[src/design/assert_macros.svh]
// Concurrent assertion helpers; compile with NO_ASSERTIONS to drop them.
`ifndef ASSERT_MACROS_SVH
`define ASSERT_MACROS_SVH

`ifndef NO_ASSERTIONS

// Checked on every rising edge outside of reset.
`define ITST_ASSERT(lbl, clk, rst_n, prop, msg) \
  lbl: assert property (@(posedge clk) disable iff (!rst_n) prop) else $error(msg);

// Checked on every rising edge, reset included.
`define ITST_ASSERT_ALWAYS(lbl, clk, prop, msg) \
  lbl: assert property (@(posedge clk) prop) else $error(msg);

`else

`define ITST_ASSERT(lbl, clk, rst_n, prop, msg)
`define ITST_ASSERT_ALWAYS(lbl, clk, prop, msg)

`endif

`endif

[src/design/itst_pkg.sv]
package itst_pkg;

  // Slot pool
  localparam int SLOT_COUNT  = 32;
  localparam int SLOT_W      = 6;
  localparam int SLOT_IDX_W  = (SLOT_COUNT > 1) ? $clog2(SLOT_COUNT) : 1;
  localparam logic [SLOT_W-1:0] SLOT_NIL = 6'd63;

  localparam int MAX_RESULTS = 32;
  localparam int CNT_W       = $clog2(MAX_RESULTS + 1);

  // Field widths
  localparam int MODE_W   = 2;
  localparam int HANDLE_W = 16;
  localparam int SEQ_W    = 32;
  localparam int RUN_W    = 32;
  localparam int BYTES_W  = 24;
  localparam int KIND_W   = 8;
  localparam int TAG_W    = 32;
  localparam int INC_W    = 32;
  localparam int STATUS_W = 3;
  localparam int TOTAL_W  = 32;
  localparam int CFG_IDX_W  = 2;
  localparam int CFG_DATA_W = 32;

  // Modes
  localparam logic [MODE_W-1:0] MODE_CHARGE = 2'd0;
  localparam logic [MODE_W-1:0] MODE_ACK    = 2'd1;
  localparam logic [MODE_W-1:0] MODE_DROP   = 2'd2;

  // Status codes
  localparam logic [STATUS_W-1:0] ST_OK        = 3'd0;
  localparam logic [STATUS_W-1:0] ST_NOT_OPEN  = 3'd1;
  localparam logic [STATUS_W-1:0] ST_FULL      = 3'd2;
  localparam logic [STATUS_W-1:0] ST_STALE     = 3'd3;
  localparam logic [STATUS_W-1:0] ST_MALFORMED = 3'd4;
  localparam logic [STATUS_W-1:0] ST_NO_MATCH  = 3'd5;

  // Register indexes
  localparam logic [CFG_IDX_W-1:0] CFG_CHANNEL_OPEN = 2'd0;
  localparam logic [CFG_IDX_W-1:0] CFG_INCARNATION  = 2'd1;
  localparam logic [CFG_IDX_W-1:0] CFG_LIMIT        = 2'd2;

  localparam logic [TOTAL_W-1:0] LIMIT_RESET = 32'd1048576;

  typedef struct packed {
    logic [HANDLE_W-1:0] handle;
    logic [SEQ_W-1:0]    sequence_no;
    logic [BYTES_W-1:0]  bytes;
    logic [KIND_W-1:0]   kind;
    logic [TAG_W-1:0]    tag;
  } slot_entry_t;

  typedef struct packed {
    logic [MODE_W-1:0]   mode;
    logic [HANDLE_W-1:0] stream_handle;
    logic [SEQ_W-1:0]    sequence_req;
    logic [RUN_W-1:0]    run_length;
    logic [BYTES_W-1:0]  byte_count;
    logic [KIND_W-1:0]   buffer_kind;
    logic [TAG_W-1:0]    buffer_tag;
    logic [INC_W-1:0]    incarnation;
  } req_t;

  typedef struct packed {
    logic [STATUS_W-1:0] status;
    logic                released;
    logic [KIND_W-1:0]   release_kind;
    logic [TAG_W-1:0]    release_tag;
    logic [BYTES_W-1:0]  release_bytes;
    logic                stalled;
    logic [TOTAL_W-1:0]  inflight_total;
    logic                last;
  } result_t;

endpackage

[src/design/itst_ifs.sv]
interface itst_in_if;
  logic                          valid;
  logic                          ready;
  logic [itst_pkg::MODE_W-1:0]   mode;
  logic [itst_pkg::HANDLE_W-1:0] stream_handle;
  logic [itst_pkg::SEQ_W-1:0]    sequence_req;
  logic [itst_pkg::RUN_W-1:0]    run_length;
  logic [itst_pkg::BYTES_W-1:0]  byte_count;
  logic [itst_pkg::KIND_W-1:0]   buffer_kind;
  logic [itst_pkg::TAG_W-1:0]    buffer_tag;
  logic [itst_pkg::INC_W-1:0]    incarnation;

  modport source (
    output valid, mode, stream_handle, sequence_req, run_length, byte_count,
           buffer_kind, buffer_tag, incarnation,
    input  ready
  );
  modport sink (
    input  valid, mode, stream_handle, sequence_req, run_length, byte_count,
           buffer_kind, buffer_tag, incarnation,
    output ready
  );
endinterface

interface itst_out_if;
  logic                          valid;
  logic                          ready;
  logic [itst_pkg::STATUS_W-1:0] status;
  logic                          released;
  logic [itst_pkg::KIND_W-1:0]   release_kind;
  logic [itst_pkg::TAG_W-1:0]    release_tag;
  logic [itst_pkg::BYTES_W-1:0]  release_bytes;
  logic                          stalled;
  logic [itst_pkg::TOTAL_W-1:0]  inflight_total;
  logic                          last;

  modport source (
    output valid, status, released, release_kind, release_tag, release_bytes,
           stalled, inflight_total, last,
    input  ready
  );
  modport sink (
    input  valid, status, released, release_kind, release_tag, release_bytes,
           stalled, inflight_total, last,
    output ready
  );
endinterface

interface itst_cfg_if;
  logic                            valid;
  logic                            ready;
  logic [itst_pkg::CFG_IDX_W-1:0]  reg_index;
  logic [itst_pkg::CFG_DATA_W-1:0] wdata;

  modport source (output valid, reg_index, wdata, input ready);
  modport sink (input valid, reg_index, wdata, output ready);
endinterface

[src/design/itst_slot_ram.sv]
// Slot payload store: one write port, one registered read port.
module itst_slot_ram (
  input  logic                            clk,
  input  logic                            wr_en,
  input  logic [itst_pkg::SLOT_IDX_W-1:0] wr_addr,
  input  itst_pkg::slot_entry_t           wr_data,
  input  logic                            rd_en,
  input  logic [itst_pkg::SLOT_IDX_W-1:0] rd_addr,
  output itst_pkg::slot_entry_t           rd_data
);

  itst_pkg::slot_entry_t mem [itst_pkg::SLOT_COUNT];
  itst_pkg::slot_entry_t rd_data_r;

  always_ff @(posedge clk) begin
    if (wr_en) begin
      mem[wr_addr] <= wr_data;
    end
    if (rd_en) begin
      rd_data_r <= mem[rd_addr];
    end
  end

  assign rd_data = rd_data_r;

endmodule

[src/design/itst_link_ram.sv]
// Free-list link store. An entry never written since reset reads as its
// power-up link (next slot, nil for the top slot), tracked by written bits.
module itst_link_ram (
  input  logic                            clk,
  input  logic                            rst_n,
  input  logic                            wr_en,
  input  logic [itst_pkg::SLOT_IDX_W-1:0] wr_addr,
  input  logic [itst_pkg::SLOT_W-1:0]     wr_data,
  input  logic                            rd_en,
  input  logic [itst_pkg::SLOT_IDX_W-1:0] rd_addr,
  output logic [itst_pkg::SLOT_W-1:0]     rd_data
);

  logic [itst_pkg::SLOT_W-1:0]     mem [itst_pkg::SLOT_COUNT];
  logic [itst_pkg::SLOT_COUNT-1:0] written_r;
  logic [itst_pkg::SLOT_W-1:0]     mem_q_r;
  logic [itst_pkg::SLOT_W-1:0]     dflt_q_r;
  logic                            use_mem_r;
  logic [itst_pkg::SLOT_W-1:0]     dflt;

  assign dflt = (rd_addr == itst_pkg::SLOT_IDX_W'(itst_pkg::SLOT_COUNT - 1))
              ? itst_pkg::SLOT_NIL
              : itst_pkg::SLOT_W'(rd_addr) + itst_pkg::SLOT_W'(1);

  always_ff @(posedge clk) begin
    if (wr_en) begin
      mem[wr_addr] <= wr_data;
    end
    if (rd_en) begin
      mem_q_r   <= mem[rd_addr];
      dflt_q_r  <= dflt;
      use_mem_r <= written_r[rd_addr];
    end
  end

  always_ff @(posedge clk) begin
    if (!rst_n) begin
      written_r <= '0;
    end else if (wr_en) begin
      written_r[wr_addr] <= 1'b1;
    end
  end

  assign rd_data = use_mem_r ? mem_q_r : dflt_q_r;

endmodule

[src/design/tx_inflight_slot_tracker_core.sv]
// In-flight slot tracker. Charges, refusals, malformed items and acknowledgements
// with a stale incarnation or a zero run length go from transfer to result via
// one link-memory read, then the update, which waits for a free output register.
// Other acknowledgements and drops walk the whole slot memory through its single
// read port, a read and an evaluation per slot, pausing while a second release
// waits on a stalled result side; one release is delivered per retired slot, and
// the final result of an item carries last. One item is worked on at a time; the
// next is taken once that result enters the output register, where it may still
// sit. No clearing pass runs after reset. Configuration writes are always taken.
`include "assert_macros.svh"

module tx_inflight_slot_tracker_core (
  input  logic              clk,
  input  logic              rst_n,
  itst_in_if.sink           in_ch,
  itst_out_if.source        out_ch,
  itst_cfg_if.sink          cfg_ch
);

  typedef enum logic [4:0] {
    S_IDLE    = 5'b00001,
    S_SINGLE  = 5'b00010,
    S_SCAN_RD = 5'b00100,
    S_SCAN_EV = 5'b01000,
    S_DONE    = 5'b10000
  } state_t;

  state_t state_r, state_nxt;

  logic                              open_r;
  logic [itst_pkg::INC_W-1:0]        inc_r;
  logic [itst_pkg::TOTAL_W-1:0]      limit_r;

  logic [itst_pkg::SLOT_COUNT-1:0]   valid_r, valid_nxt;
  logic [itst_pkg::SLOT_W-1:0]       free_head_r, free_head_nxt;
  logic [itst_pkg::TOTAL_W-1:0]      inflight_r, inflight_nxt;
  logic                              stall_r, stall_nxt;

  itst_pkg::req_t                    req_r, req_nxt;
  logic [itst_pkg::SLOT_IDX_W-1:0]   idx_r, idx_nxt;
  logic [itst_pkg::CNT_W-1:0]        cnt_r, cnt_nxt;
  itst_pkg::result_t                 hold_r, hold_nxt;
  logic                              hold_vld_r, hold_vld_nxt;
  itst_pkg::result_t                 out_r, out_nxt;
  logic                              out_vld_r, out_vld_nxt;

  logic                              slot_wr_en;
  logic [itst_pkg::SLOT_IDX_W-1:0]   slot_wr_addr;
  itst_pkg::slot_entry_t             slot_wr_data;
  logic                              slot_rd_en;
  itst_pkg::slot_entry_t             slot_rd_data;

  logic                              link_wr_en;
  logic [itst_pkg::SLOT_IDX_W-1:0]   link_wr_addr;
  logic [itst_pkg::SLOT_W-1:0]       link_wr_data;
  logic                              link_rd_en;
  logic [itst_pkg::SLOT_W-1:0]       link_rd_data;

  logic                              in_xfer;
  logic                              out_free;
  logic                              head_ok;
  logic [itst_pkg::TOTAL_W:0]        charge_sum;
  logic [itst_pkg::SEQ_W-1:0]        seq_off;
  logic                              hit;
  logic [itst_pkg::TOTAL_W-1:0]      dec_total;
  logic                              scan_end;

  itst_slot_ram u_slot_ram (
    .clk     (clk),
    .wr_en   (slot_wr_en),
    .wr_addr (slot_wr_addr),
    .wr_data (slot_wr_data),
    .rd_en   (slot_rd_en),
    .rd_addr (idx_r),
    .rd_data (slot_rd_data)
  );

  itst_link_ram u_link_ram (
    .clk     (clk),
    .rst_n   (rst_n),
    .wr_en   (link_wr_en),
    .wr_addr (link_wr_addr),
    .wr_data (link_wr_data),
    .rd_en   (link_rd_en),
    .rd_addr (free_head_r[itst_pkg::SLOT_IDX_W-1:0]),
    .rd_data (link_rd_data)
  );

  assign in_ch.ready  = (state_r == S_IDLE);
  assign in_xfer      = in_ch.valid && in_ch.ready;
  assign cfg_ch.ready = 1'b1;
  assign out_free     = !out_vld_r || out_ch.ready;

  assign head_ok    = free_head_r < itst_pkg::SLOT_W'(itst_pkg::SLOT_COUNT);
  assign charge_sum = {1'b0, inflight_r} + (itst_pkg::TOTAL_W + 1)'(req_r.byte_count);
  assign seq_off    = slot_rd_data.sequence_no - req_r.sequence_req;
  assign hit        = valid_r[idx_r]
                   && (slot_rd_data.handle == req_r.stream_handle)
                   && ((req_r.mode == itst_pkg::MODE_DROP) || (seq_off < req_r.run_length));
  assign dec_total  = inflight_r - itst_pkg::TOTAL_W'(slot_rd_data.bytes);
  assign scan_end   = (idx_r == itst_pkg::SLOT_IDX_W'(itst_pkg::SLOT_COUNT - 1))
                   || (hit && (cnt_r == itst_pkg::CNT_W'(itst_pkg::MAX_RESULTS - 1)));

  always_comb begin
    state_nxt     = state_r;
    valid_nxt     = valid_r;
    free_head_nxt = free_head_r;
    inflight_nxt  = inflight_r;
    stall_nxt     = stall_r;
    req_nxt       = req_r;
    idx_nxt       = idx_r;
    cnt_nxt       = cnt_r;
    hold_nxt      = hold_r;
    hold_vld_nxt  = hold_vld_r;
    out_nxt       = out_r;
    out_vld_nxt   = out_vld_r && !out_ch.ready;

    slot_wr_en    = 1'b0;
    slot_wr_addr  = free_head_r[itst_pkg::SLOT_IDX_W-1:0];
    slot_wr_data  = '{handle:      req_r.stream_handle,
                      sequence_no: req_r.sequence_req,
                      bytes:       req_r.byte_count,
                      kind:        req_r.buffer_kind,
                      tag:         req_r.buffer_tag};
    slot_rd_en    = 1'b0;
    link_wr_en    = 1'b0;
    link_wr_addr  = free_head_r[itst_pkg::SLOT_IDX_W-1:0];
    link_wr_data  = itst_pkg::SLOT_NIL;
    link_rd_en    = 1'b0;

    case (state_r)
      S_IDLE: begin
        if (in_xfer) begin
          req_nxt      = '{mode:          in_ch.mode,
                           stream_handle: in_ch.stream_handle,
                           sequence_req:  in_ch.sequence_req,
                           run_length:    in_ch.run_length,
                           byte_count:    in_ch.byte_count,
                           buffer_kind:   in_ch.buffer_kind,
                           buffer_tag:    in_ch.buffer_tag,
                           incarnation:   in_ch.incarnation};
          idx_nxt      = '0;
          cnt_nxt      = '0;
          hold_vld_nxt = 1'b0;
          link_rd_en   = head_ok;
          if ((in_ch.mode == itst_pkg::MODE_DROP)
              || ((in_ch.mode == itst_pkg::MODE_ACK) && (in_ch.incarnation == inc_r)
                  && (in_ch.run_length != '0))) begin
            state_nxt = S_SCAN_RD;
          end else begin
            state_nxt = S_SINGLE;
          end
        end
      end

      S_SINGLE: begin
        if (out_free) begin
          out_nxt = '0;
          case (req_r.mode)
            itst_pkg::MODE_CHARGE: begin
              if (!open_r) begin
                out_nxt.status = itst_pkg::ST_NOT_OPEN;
              end else if ((charge_sum > {1'b0, limit_r}) || !head_ok) begin
                stall_nxt      = 1'b1;
                out_nxt.status = itst_pkg::ST_FULL;
              end else begin
                slot_wr_en                                    = 1'b1;
                link_wr_en                                    = 1'b1;
                valid_nxt[free_head_r[itst_pkg::SLOT_IDX_W-1:0]] = 1'b1;
                free_head_nxt                                 = link_rd_data;
                inflight_nxt                                  = charge_sum[itst_pkg::TOTAL_W-1:0];
                out_nxt.status                                = itst_pkg::ST_OK;
              end
            end
            itst_pkg::MODE_ACK: begin
              out_nxt.status = (req_r.incarnation != inc_r) ? itst_pkg::ST_STALE
                                                             : itst_pkg::ST_MALFORMED;
            end
            default: begin
              out_nxt.status = itst_pkg::ST_MALFORMED;
            end
          endcase
          out_nxt.stalled        = stall_nxt;
          out_nxt.inflight_total = inflight_nxt;
          out_nxt.last           = 1'b1;
          out_vld_nxt            = 1'b1;
          state_nxt              = S_IDLE;
        end
      end

      S_SCAN_RD: begin
        slot_rd_en = 1'b1;
        state_nxt  = S_SCAN_EV;
      end

      S_SCAN_EV: begin
        // a second release needs the output register to push the held one
        if (!(hit && hold_vld_r && !out_free)) begin
          if (hit) begin
            valid_nxt[idx_r] = 1'b0;
            link_wr_en       = 1'b1;
            link_wr_addr     = idx_r;
            link_wr_data     = free_head_r;
            free_head_nxt    = itst_pkg::SLOT_W'(idx_r);
            inflight_nxt     = dec_total;
            if (dec_total < limit_r) begin
              stall_nxt = 1'b0;
            end
            hold_nxt     = '{status:         itst_pkg::ST_OK,
                             released:       1'b1,
                             release_kind:   slot_rd_data.kind,
                             release_tag:    slot_rd_data.tag,
                             release_bytes:  slot_rd_data.bytes,
                             stalled:        stall_nxt,
                             inflight_total: dec_total,
                             last:           1'b0};
            hold_vld_nxt = 1'b1;
            cnt_nxt      = cnt_r + itst_pkg::CNT_W'(1);
            if (hold_vld_r) begin
              out_nxt     = hold_r;
              out_vld_nxt = 1'b1;
            end
          end
          if (scan_end) begin
            state_nxt = S_DONE;
          end else begin
            idx_nxt   = idx_r + itst_pkg::SLOT_IDX_W'(1);
            state_nxt = S_SCAN_RD;
          end
        end
      end

      S_DONE: begin
        if (out_free) begin
          if (hold_vld_r) begin
            out_nxt = hold_r;
          end else begin
            out_nxt                = '0;
            out_nxt.status         = (req_r.mode == itst_pkg::MODE_ACK) ? itst_pkg::ST_NO_MATCH
                                                                         : itst_pkg::ST_OK;
            out_nxt.stalled        = stall_r;
            out_nxt.inflight_total = inflight_r;
          end
          out_nxt.last = 1'b1;
          out_vld_nxt  = 1'b1;
          hold_vld_nxt = 1'b0;
          state_nxt    = S_IDLE;
        end
      end

      default: begin
        state_nxt = S_IDLE;
      end
    endcase
  end

  always_ff @(posedge clk) begin
    if (!rst_n) begin
      state_r     <= S_IDLE;
      open_r      <= 1'b0;
      inc_r       <= '0;
      limit_r     <= itst_pkg::LIMIT_RESET;
      valid_r     <= '0;
      free_head_r <= '0;
      inflight_r  <= '0;
      stall_r     <= 1'b0;
      hold_vld_r  <= 1'b0;
      out_vld_r   <= 1'b0;
      idx_r       <= '0;
      cnt_r       <= '0;
    end else begin
      state_r     <= state_nxt;
      valid_r     <= valid_nxt;
      free_head_r <= free_head_nxt;
      inflight_r  <= inflight_nxt;
      stall_r     <= stall_nxt;
      hold_vld_r  <= hold_vld_nxt;
      out_vld_r   <= out_vld_nxt;
      idx_r       <= idx_nxt;
      cnt_r       <= cnt_nxt;
      if (cfg_ch.valid && cfg_ch.ready) begin
        case (cfg_ch.reg_index)
          itst_pkg::CFG_CHANNEL_OPEN: open_r  <= cfg_ch.wdata[0];
          itst_pkg::CFG_INCARNATION:  inc_r   <= cfg_ch.wdata;
          itst_pkg::CFG_LIMIT:        limit_r <= cfg_ch.wdata;
          default: ;
        endcase
      end
    end
  end

  always_ff @(posedge clk) begin
    req_r  <= req_nxt;
    hold_r <= hold_nxt;
    out_r  <= out_nxt;
  end

  assign out_ch.valid          = out_vld_r;
  assign out_ch.status         = out_r.status;
  assign out_ch.released       = out_r.released;
  assign out_ch.release_kind   = out_r.release_kind;
  assign out_ch.release_tag    = out_r.release_tag;
  assign out_ch.release_bytes  = out_r.release_bytes;
  assign out_ch.stalled        = out_r.stalled;
  assign out_ch.inflight_total = out_r.inflight_total;
  assign out_ch.last           = out_r.last;

  // the free-list head never points at an occupied slot
  `ITST_ASSERT(a_head_free, clk, rst_n, head_ok |-> !valid_r[free_head_r[itst_pkg::SLOT_IDX_W-1:0]], "free head is occupied")
  // an accepted item always starts work on the next cycle
  `ITST_ASSERT(a_accept_start, clk, rst_n, in_xfer |=> (state_r == S_SINGLE || state_r == S_SCAN_RD), "accepted item not started")
  // no release is left parked between items
  `ITST_ASSERT(a_no_hold_idle, clk, rst_n, (state_r == S_IDLE || state_r == S_SINGLE) |-> !hold_vld_r, "held release left over")
  // a retirement always loads the held release
  `ITST_ASSERT(a_retire_hold, clk, rst_n, (state_r == S_SCAN_EV && hit && out_free) |=> hold_vld_r, "retired slot not held")

endmodule
[src/flat_wrapper.sv]
// flat-port wrapper written by rule: the top's interface ports become plain ports
module tx_inflight_slot_tracker_core_flat 
  (clk, rst_n, in_ch_valid, in_ch_mode, in_ch_stream_handle, in_ch_sequence_req, in_ch_run_length, in_ch_byte_count, in_ch_buffer_kind, in_ch_buffer_tag, in_ch_incarnation, in_ch_ready, out_ch_valid, out_ch_status, out_ch_released, out_ch_release_kind, out_ch_release_tag, out_ch_release_bytes, out_ch_stalled, out_ch_inflight_total, out_ch_last, out_ch_ready, cfg_ch_valid, cfg_ch_reg_index, cfg_ch_wdata, cfg_ch_ready);
  itst_in_if in_ch_i ();
  itst_out_if out_ch_i ();
  itst_cfg_if cfg_ch_i ();
  input  logic clk;
  input  logic rst_n;
  input wire logic [$bits(in_ch_i.valid)-1:0] in_ch_valid;
  input wire logic [$bits(in_ch_i.mode)-1:0] in_ch_mode;
  input wire logic [$bits(in_ch_i.stream_handle)-1:0] in_ch_stream_handle;
  input wire logic [$bits(in_ch_i.sequence_req)-1:0] in_ch_sequence_req;
  input wire logic [$bits(in_ch_i.run_length)-1:0] in_ch_run_length;
  input wire logic [$bits(in_ch_i.byte_count)-1:0] in_ch_byte_count;
  input wire logic [$bits(in_ch_i.buffer_kind)-1:0] in_ch_buffer_kind;
  input wire logic [$bits(in_ch_i.buffer_tag)-1:0] in_ch_buffer_tag;
  input wire logic [$bits(in_ch_i.incarnation)-1:0] in_ch_incarnation;
  output wire logic [$bits(in_ch_i.ready)-1:0] in_ch_ready;
  output wire logic [$bits(out_ch_i.valid)-1:0] out_ch_valid;
  output wire logic [$bits(out_ch_i.status)-1:0] out_ch_status;
  output wire logic [$bits(out_ch_i.released)-1:0] out_ch_released;
  output wire logic [$bits(out_ch_i.release_kind)-1:0] out_ch_release_kind;
  output wire logic [$bits(out_ch_i.release_tag)-1:0] out_ch_release_tag;
  output wire logic [$bits(out_ch_i.release_bytes)-1:0] out_ch_release_bytes;
  output wire logic [$bits(out_ch_i.stalled)-1:0] out_ch_stalled;
  output wire logic [$bits(out_ch_i.inflight_total)-1:0] out_ch_inflight_total;
  output wire logic [$bits(out_ch_i.last)-1:0] out_ch_last;
  input wire logic [$bits(out_ch_i.ready)-1:0] out_ch_ready;
  input wire logic [$bits(cfg_ch_i.valid)-1:0] cfg_ch_valid;
  input wire logic [$bits(cfg_ch_i.reg_index)-1:0] cfg_ch_reg_index;
  input wire logic [$bits(cfg_ch_i.wdata)-1:0] cfg_ch_wdata;
  output wire logic [$bits(cfg_ch_i.ready)-1:0] cfg_ch_ready;
  assign in_ch_i.valid = in_ch_valid;
  assign in_ch_i.mode = in_ch_mode;
  assign in_ch_i.stream_handle = in_ch_stream_handle;
  assign in_ch_i.sequence_req = in_ch_sequence_req;
  assign in_ch_i.run_length = in_ch_run_length;
  assign in_ch_i.byte_count = in_ch_byte_count;
  assign in_ch_i.buffer_kind = in_ch_buffer_kind;
  assign in_ch_i.buffer_tag = in_ch_buffer_tag;
  assign in_ch_i.incarnation = in_ch_incarnation;
  assign in_ch_ready = in_ch_i.ready;
  assign out_ch_valid = out_ch_i.valid;
  assign out_ch_status = out_ch_i.status;
  assign out_ch_released = out_ch_i.released;
  assign out_ch_release_kind = out_ch_i.release_kind;
  assign out_ch_release_tag = out_ch_i.release_tag;
  assign out_ch_release_bytes = out_ch_i.release_bytes;
  assign out_ch_stalled = out_ch_i.stalled;
  assign out_ch_inflight_total = out_ch_i.inflight_total;
  assign out_ch_last = out_ch_i.last;
  assign out_ch_i.ready = out_ch_ready;
  assign cfg_ch_i.valid = cfg_ch_valid;
  assign cfg_ch_i.reg_index = cfg_ch_reg_index;
  assign cfg_ch_i.wdata = cfg_ch_wdata;
  assign cfg_ch_ready = cfg_ch_i.ready;
  tx_inflight_slot_tracker_core u_core (.clk(clk), .rst_n(rst_n), .in_ch(in_ch_i), .out_ch(out_ch_i), .cfg_ch(cfg_ch_i));
endmodule
[config.mk]
export PLATFORM = sky130hd
export DESIGN_NAME = tx_inflight_slot_tracker_core_flat
export DESIGN_NICKNAME = d
export VERILOG_FILES = /design/src/design/itst_pkg.sv /design/src/design/itst_ifs.sv /design/src/design/itst_slot_ram.sv /design/src/design/itst_link_ram.sv /design/src/design/tx_inflight_slot_tracker_core.sv /design/src/flat_wrapper.sv
export VERILOG_INCLUDE_DIRS = /design/src /design/src/design
export SDC_FILE = /design/constraint.sdc
export NUM_CORES = 2
export LEC_CHECK = 0
export BUFFER_PORTS_ARGS = -buffer_cell sky130_fd_sc_hd__buf_4
export CORE_MARGIN = 3
export CORE_UTILIZATION = 55
export CTS_CLUSTER_DIAMETER = 50
export DETAILED_ROUTE_END_ITERATION = 12
export PLACE_DENSITY_LB_ADDON = 0.1
export SLEW_MARGIN = 0
export SYNTH_ARGS = -nofsm -noshare
export SYNTH_HDL_FRONTEND = slang
export SYNTH_SLANG_ARGS = --single-unit
[constraint.sdc]
create_clock -name clk -period 11.1 [get_ports clk]
set_input_delay 2.775 -clock clk [delete_from_list [all_inputs] [get_ports clk]]
set_output_delay 2.775 -clock clk [all_outputs]
set_load 0.02 [all_outputs]
* After elaboration in Yosys (flattened, before gate mapping) *
Memory sizes are Yosys's and may differ from the RTL's. A register that Yosys moved wholly into a read port is not among the register bits.
Index checks and enable logic that the tools add are counted.

storage, ports and cells
  register bits after elaboration = 570
  bits in writable memories = 3776
  input bits = 217
  output and inout bits = 105
  logic and storage cells = 225
  memories kept = 2

cells by class
  add/sub/neg operators = 6
  $lt $le $gt $ge = 10
  equal/unequal tests = 28
  mux-type cells = 97
  bitwise gates (word level) = 5
  reductions and logical operators = 41

memories
  memory                 words  width  read ports  clocked after memory_dff  wr ports  RTL line             source
  u_core.u_slot_ram.mem  32     112    1           1                         1         itst_slot_ram.sv:12  itst_pkg::slot_entry_t mem [itst_pkg::SLOT_COUNT];
  u_core.u_link_ram.mem  32     6      1           1                         1         itst_link_ram.sv:14  logic [itst_pkg::SLOT_W-1:0] mem [itst_pkg::SLOT_COUNT];

operators by type and width
  kind                                                         count
  two-way mux 102 bit                                          6
  two-way mux 32 bit                                           12
  one-hot mux 102 bit (3 select lines)                         1
  one-hot mux 32 bit (2 select lines)                          2
  two-way mux 6 bit                                            13
  less-than comparator 32 bit                                  2
  bitwise OR 32 bit                                            2
  two-way mux 5 bit                                            10
  two-way mux 1 bit                                            34
  adder 32 x 24 -> 33 bit                                      1
  greater-than comparator 33 x 32 -> 1 bit                     1
  AND 32 bit                                                   1
  equality test 32 bit                                         1
  != test 32 bit                                               1
  inverter 32 bit                                              1
  nonzero test 32 bit                                          1
  subtractor 32 x 24 -> 32 bit                                 1
  subtractor 32 bit                                            1
  one-hot mux 6 bit (2 select lines)                           2
  one-hot mux 5 bit (4 select lines)                           1
  less-than comparator 5 x 6 -> 1 bit (second input constant)  3
  equality test 16 bit                                         1
  demux 1 bit (select 5 bit)                                   3
  equality test 5 bit (second input constant)                  3
  other kinds (35)                                             83

* Logic depth before layout (Yosys ltp) *
  depth in word-level cells = 13
  depth in mapped cells = 25
  mapped depth without buffers = 23

* Cells and area by module *
From an unflattened synthesis, not the netlist that was laid out.

second synthesis, totals
  cell total of the unflattened synthesis = 9452
  area total of the unflattened synthesis = 175633.4 um^2

modules (own cells, without submodules)
  module                         times used  cells each  area each (um^2)  seq. area each (um^2)
  itst_slot_ram                  1           6524        139347.4          110986.4
  tx_inflight_slot_tracker_core  1           2497        27112.3           14403.8
  itst_link_ram                  1           431         9173.8            6796.5

* Worst setup path before layout *
OpenSTA, ideal clock, no wires.

  kind = flip-flop to flip-flop
  from = register u_core.req_r[72] in the netlist's numbering
  to = memory u_core.u_slot_ram.mem[11][0] in the netlist's numbering, enable pin
  library setup time = 0.585 ns
  arrival = 9.787 ns
  required time = 10.515 ns
  path slack = 0.728 ns
  stages on the path, launching flop included = 21
  path buffers = 1
  period minus slack after synthesis = 10.372 ns
  cells stage by stage = edfxtp_1 > ha_1 > inv_1 > fa_1 > nand2b_1 > a211o_1 > a21oi_4 > a31oi_4 > o41ai_1 > nand3_1 > xnor2_1 > ha_1 > a21o_1 > a21oi_1 > o21ai_0 > o31ai_1 > o211ai_4 > buf_6 > nor2_1 > nand2_1 > nor2_1

on the way
  longest elaborated chain between the ends = 10

RTL lines
  element                                   RTL line                              source
  start: declaration                        tx_inflight_slot_tracker_core.sv:39   itst_pkg::req_t req_r, req_nxt;
  start signal: assignment                  tx_inflight_slot_tracker_core.sv:293  req_r <= req_nxt;
  adder 32 x 24 -> 33 bit                   tx_inflight_slot_tracker_core.sv:95   assign charge_sum = {1'b0, inflight_r} + (itst_pkg::TOTAL_W + 1)'(req_r.byte_count);
  greater-than comparator 33 x 32 -> 1 bit  tx_inflight_slot_tracker_core.sv:163  end else if ((charge_sum > {1'b0, limit_r}) || !head_ok) begin
  logical OR 1 bit                          tx_inflight_slot_tracker_core.sv:163
  two-way mux 1 bit                         tx_inflight_slot_tracker_core.sv:163
  two-way mux 1 bit                         tx_inflight_slot_tracker_core.sv:161  if (!open_r) begin
  two-way mux 1 bit                         tx_inflight_slot_tracker_core.sv:159  case (req_r.mode)
  two-way mux 1 bit                         tx_inflight_slot_tracker_core.sv:157  if (out_free) begin
  two-way mux 1 bit                         tx_inflight_slot_tracker_core.sv:131  case (state_r)
  two-way mux 1 bit                         itst_slot_ram.sv:16                   if (wr_en) begin
  two-way mux 1 bit (implied by the code)   itst_slot_ram.sv:17                   mem[wr_addr] <= wr_data;
  end: declaration                          itst_slot_ram.sv:12

Every way passes these cells.

* Worst setup path in the final report *
  from = register u_core.req_r[72] in the netlist's numbering
  to = memory u_core.u_slot_ram.mem[26][48] in the netlist's numbering, enable pin

The elaborated chain is that of the path after synthesis.

==> metrics.csv <==
metric,value,unit
r2r_slack,1.88,ns
ys_seq_elements,4464,
dp_slack,1.93,ns
synth_edf_count,4278,
crit_arrival,9.85,ns
vias,90056,
finalHoldViolCount,0,
yosys_warnings,0,
std_cell_rows,205,
hold_buffers,0,
yosysUniqueCellTypes,96,
wl,470000,um
wl_per_cell,34.4,um
coreArea,313000,um2
fin_setup_tns,0,ns
ant_nets,0,
gp_congestion,0.918,
io-pin-count,322,
finalCritPeriodShare,83.1,%
yosys-top-cells-area,"edfxtp_1 (74%), mux4_2 (12%), dfxtp_1 (2.1%), a22oi_1 (1.7%), ha_1 (1.3%)",
cts_sinks,4464,
async_reset_ff_share,0,%
track_usage,29.1,%
required,11.73,ns
rsz0062_at_grt,false,
synth_flop_cell,edfxtp_1,
worstSetupEndpointType,register,
ff2ff_path_depth,21,
grt_pass1_vias,90224,
die_y,567,um
final-setup-viol-count,0,
postCtsSetupBuffers,0,
yosys.area.top_type,edfxtp_1,
finClkSkew,0.0763,ns
ctsLongestPathBuffers,4,
worstPathMaxFanout,33,
multi_input_area,39200,um2
cts.clk_slew.worst_paths,0.06,ns
worst_skew_pair.late_latency,1.01,ns
cts_root_buf,clkbuf_16,
cts.htree.levels,5,
min_period,9.22,ns
drc,0,
max_freq,108,MHz
slew_headroom,8.90,%
status,"finished, final reports clean",
drive_above_1_share,24.6,%
cellPowerDensity,180,nW/um2
max-vdd-ir-drop,163,uV
dpl.hpwl,262000,um
tritoncts,built,
antenna_found_initial,20,
routed_via_density,6.59,
critPathLaunchType,register,
final_nets,9509,
first_iter_violations,11417,
path_class,register to register,
worstReg2RegEnd,u_core.u_slot_ram.mem[26][48]$_DFFE_PP_,
synth_top_area_share,74.1,%
cp-endpoint,u_core.u_slot_ram.mem[26][48]$_DFFE_PP_,
synthesis.area,173000,um2
cts-resized-gates,0,
hp-class,register to register,
grt_pass1_wl,672000,um
avgSynthCellArea,20.4,um2
finalMaxSlewViolations,0,
syn_inst,8500,
reg2reg_from,u_core.req_r[72]$_DFFE_PP_,
die_w,567,um
grt_max_degree,130,
synth_nets,8904,
cap_violations,0,
firstDrtPassIters,7,
yosysSeqAreaShare,76.3,%
initial_core_util,55.4,%
leakage,62.4,nW
io_buffers,320,
tightest_slew,1.37,ns
die-area,322000,um2
grt_overflow,0,
cts_buffers,476,
regArea,132000,um2
area_delta_synth_final,14.0,%
fin_ws,1.88,ns
cp-startpoint,u_core.req_r[72]$_DFFE_PP_,
fillers,21385,
synth_stat cells, types with 11 or more instances:
cell type and number:
o2111ai_1 11, a32oi_1 12, buf_1 106, mux2_2 57, o2bb2ai_1 12, nand2_1 304
and2_1 73, a21o_1 58, o22ai_1 17, dfxtp_1 186, o211ai_1 40, a211oi_1 12
o21bai_1 11, clkbuf_1 269, nor3_1 35, nand4_1 152, nor4_1 22, nand2b_1 23
edfxtp_1 4278, nand3_1 43, a221o_1 11, and3_1 21, ha_1 184, nor2_1 200
o21ai_0 123, nor2b_1 35, a21oi_1 176, o31ai_1 11, buf_2 27, mux2i_1 56
xor2_1 36, or3_1 25, a222oi_1 15, inv_1 178, o21a_1 55, a22o_1 13
xnor2_1 136, a22oi_1 384, mux4_2 961
layer usage:
metal / track usage [%] / vias up / wire (um) / share of wire, %
met3: 4.79 / 710 / 41000 / 8.7
met1: 43.0 / 48105 / 192000 / 41
met2: 45.9 / 4635 / 225000 / 48
met5: 0 / - / 44 / 0.0094
li1: - / 36600 / - / -
met4: 7.68 / 6 / 12300 / 2.6
area by class of cell:
| type | count | share of cell area, % |
|---|---|---|
| antenna | 8 | 0.0101 |
| clock buffer | 563 | 6.27 |
| multi-input combinational | 3441 | 19.8 |
| sequential | 4464 | 66.9 |
| clock inverter | 325 | 1.58 |
| timing repair buffer | 537 | 2.43 |
| tap | 4140 | 2.62 |
| inverter | 185 | 0.362 |
sequential cells by signal (all words and copies together), names as in the netlist, 24 cells and up:
signal	flops
u_core.u_link_ram.written_r	32
u_core.hold_r	97
u_core.valid_r	32
u_core.u_slot_ram.mem	3584
u_core.inflight_r	32
u_core.out_ch.inflight_total	32
u_core.limit_r	32
u_core.u_link_ram.mem	192
u_core.u_slot_ram.rd_data	112
u_core.out_ch.release_tag	32
u_core.inc_r	32
u_core.req_r	178
u_core.out_ch.release_bytes	24
worst max-delay path, cell delays in order, from the launching register on:
cell	delay, ns
edfxtp_1	1.00
ha_1	0.31
inv_1	0.06
fa_1	0.39
nand2b_1	0.18
a211o_1	0.33
a21oi_4	0.20
a31oi_4	0.16
o41ai_1	0.89
nand3_1	0.19
xnor2_1	0.30
ha_1	0.32
a21o_1	0.17
a21oi_1	0.16
o21ai_0	0.17
o31ai_1	0.50
o211ai_4	0.12
buf_4	0.31
nor2_1	0.72
nand2_1	0.67
nor2_4	1.20
buf_4	0.48
power by group:
| group | leakage, nW | internal (mW) | switching [mW] |
|---|---|---|---|
| Clock | 7.55 | 9.04 | 6.58 |
| Sequential | 40.5 | 18.8 | 0.296 |
| Combinational | 14.3 | 0.267 | 0.610 |
| Total | 62.4 | 28.1 | 7.49 |
layout by cell type, fill, tap and decap left out, types with 23 or more instances in the layout:
cell type / Yosys / final
nand2_1: 304 / 304
ha_1: 184 / 184
nor2_4: 0 / 37
nor2b_1: 35 / 35
inv_1: 178 / 177
nand2b_1: 23 / 23
o21ai_0: 123 / 123
nor3_1: 35 / 35
o211ai_1: 40 / 40
mux2_2: 57 / 57
clkinvlp_4: 0 / 23
clkinv_1: 5 / 116
buf_4: 6 / 475
a21o_1: 58 / 58
clkinv_2: 0 / 83
dfxtp_1: 186 / 179
a22oi_1: 384 / 384
mux2i_1: 56 / 56
edfxtp_1: 4278 / 4278
nand4_1: 152 / 152
xnor2_1: 136 / 136
xor2_1: 36 / 36
clkbuf_16: 0 / 482
mux4_2: 961 / 961
clkbuf_1: 269 / 79
nor2_1: 200 / 163
o21a_1: 55 / 55
and2_1: 73 / 71
nand3_1: 43 / 43
buf_12: 0 / 62
a21oi_1: 176 / 176
or3_1: 25 / 25
bufinv_16: 0 / 45
per-stage QoR:
| step | total power, mW | utilization, % | hold WS (ns) | std cells | instance area (um2) |
|---|---|---|---|---|---|
| 2_1_floorplan | 19.7 | - | 0.400 | 8500 | 173000 |
| 3_3_place_gp | 20.3 | 58.2 | 0.403 | 12767 | 182000 |
| 3_5_place_dp | 20.3 | 58.2 | 0.405 | 12767 | 182000 |
| 4_1_cts | 35.8 | 63.1 | 0.421 | 13655 | 198000 |
| 5_1_grt | 36.6 | 63.1 | 0.428 | 13656 | 198000 |
| 6_report | 35.6 | 63.2 | 0.421 | 13663 | 198000 |
worst min path at each step:
| stage | startpoint | slack, ns | depth (start not counted) | endpoint |
|---|---|---|---|---|
| final | u_core.u_slot_ram.rd_data[33]$_DFFE_PP_ | 0.42 | 0 | u_core.hold_r[91]$_DFFE_PP_ |
| after global routing | u_core.u_slot_ram.rd_data[26]$_DFFE_PP_ | 0.43 | 0 | u_core.hold_r[84]$_DFFE_PP_ |
| after CTS | u_core.u_slot_ram.rd_data[26]$_DFFE_PP_ | 0.42 | 0 | u_core.hold_r[84]$_DFFE_PP_ |
| after detailed placement | u_core.u_slot_ram.rd_data[3]$_DFFE_PP_ | 0.40 | 0 | u_core.hold_r[61]$_DFFE_PP_ |
| after global placement | u_core.u_slot_ram.rd_data[1]$_DFFE_PP_ | 0.40 | 0 | u_core.hold_r[59]$_DFFE_PP_ |
| after floorplan | u_core.u_slot_ram.rd_data[0]$_DFFE_PP_ | 0.40 | 0 | u_core.hold_r[58]$_DFFE_PP_ |
cell families after synthesis:
| kind of cell | count (synthesis) | share of synthesized area, % |
|---|---|---|
| compound gates | 1034 | 4.23 |
| xor+xnor | 172 | 0.869 |
| fa+ha+maj | 187 | 1.36 |
| buf+inv | 595 | 1.33 |
| flops | 4464 | 76.3 |
| mux | 1076 | 13.2 |
| other cells | 1 | 0.00216 |
| simple gates | 971 | 2.76 |
Note: power is estimated with default switching activity, not from simulation.
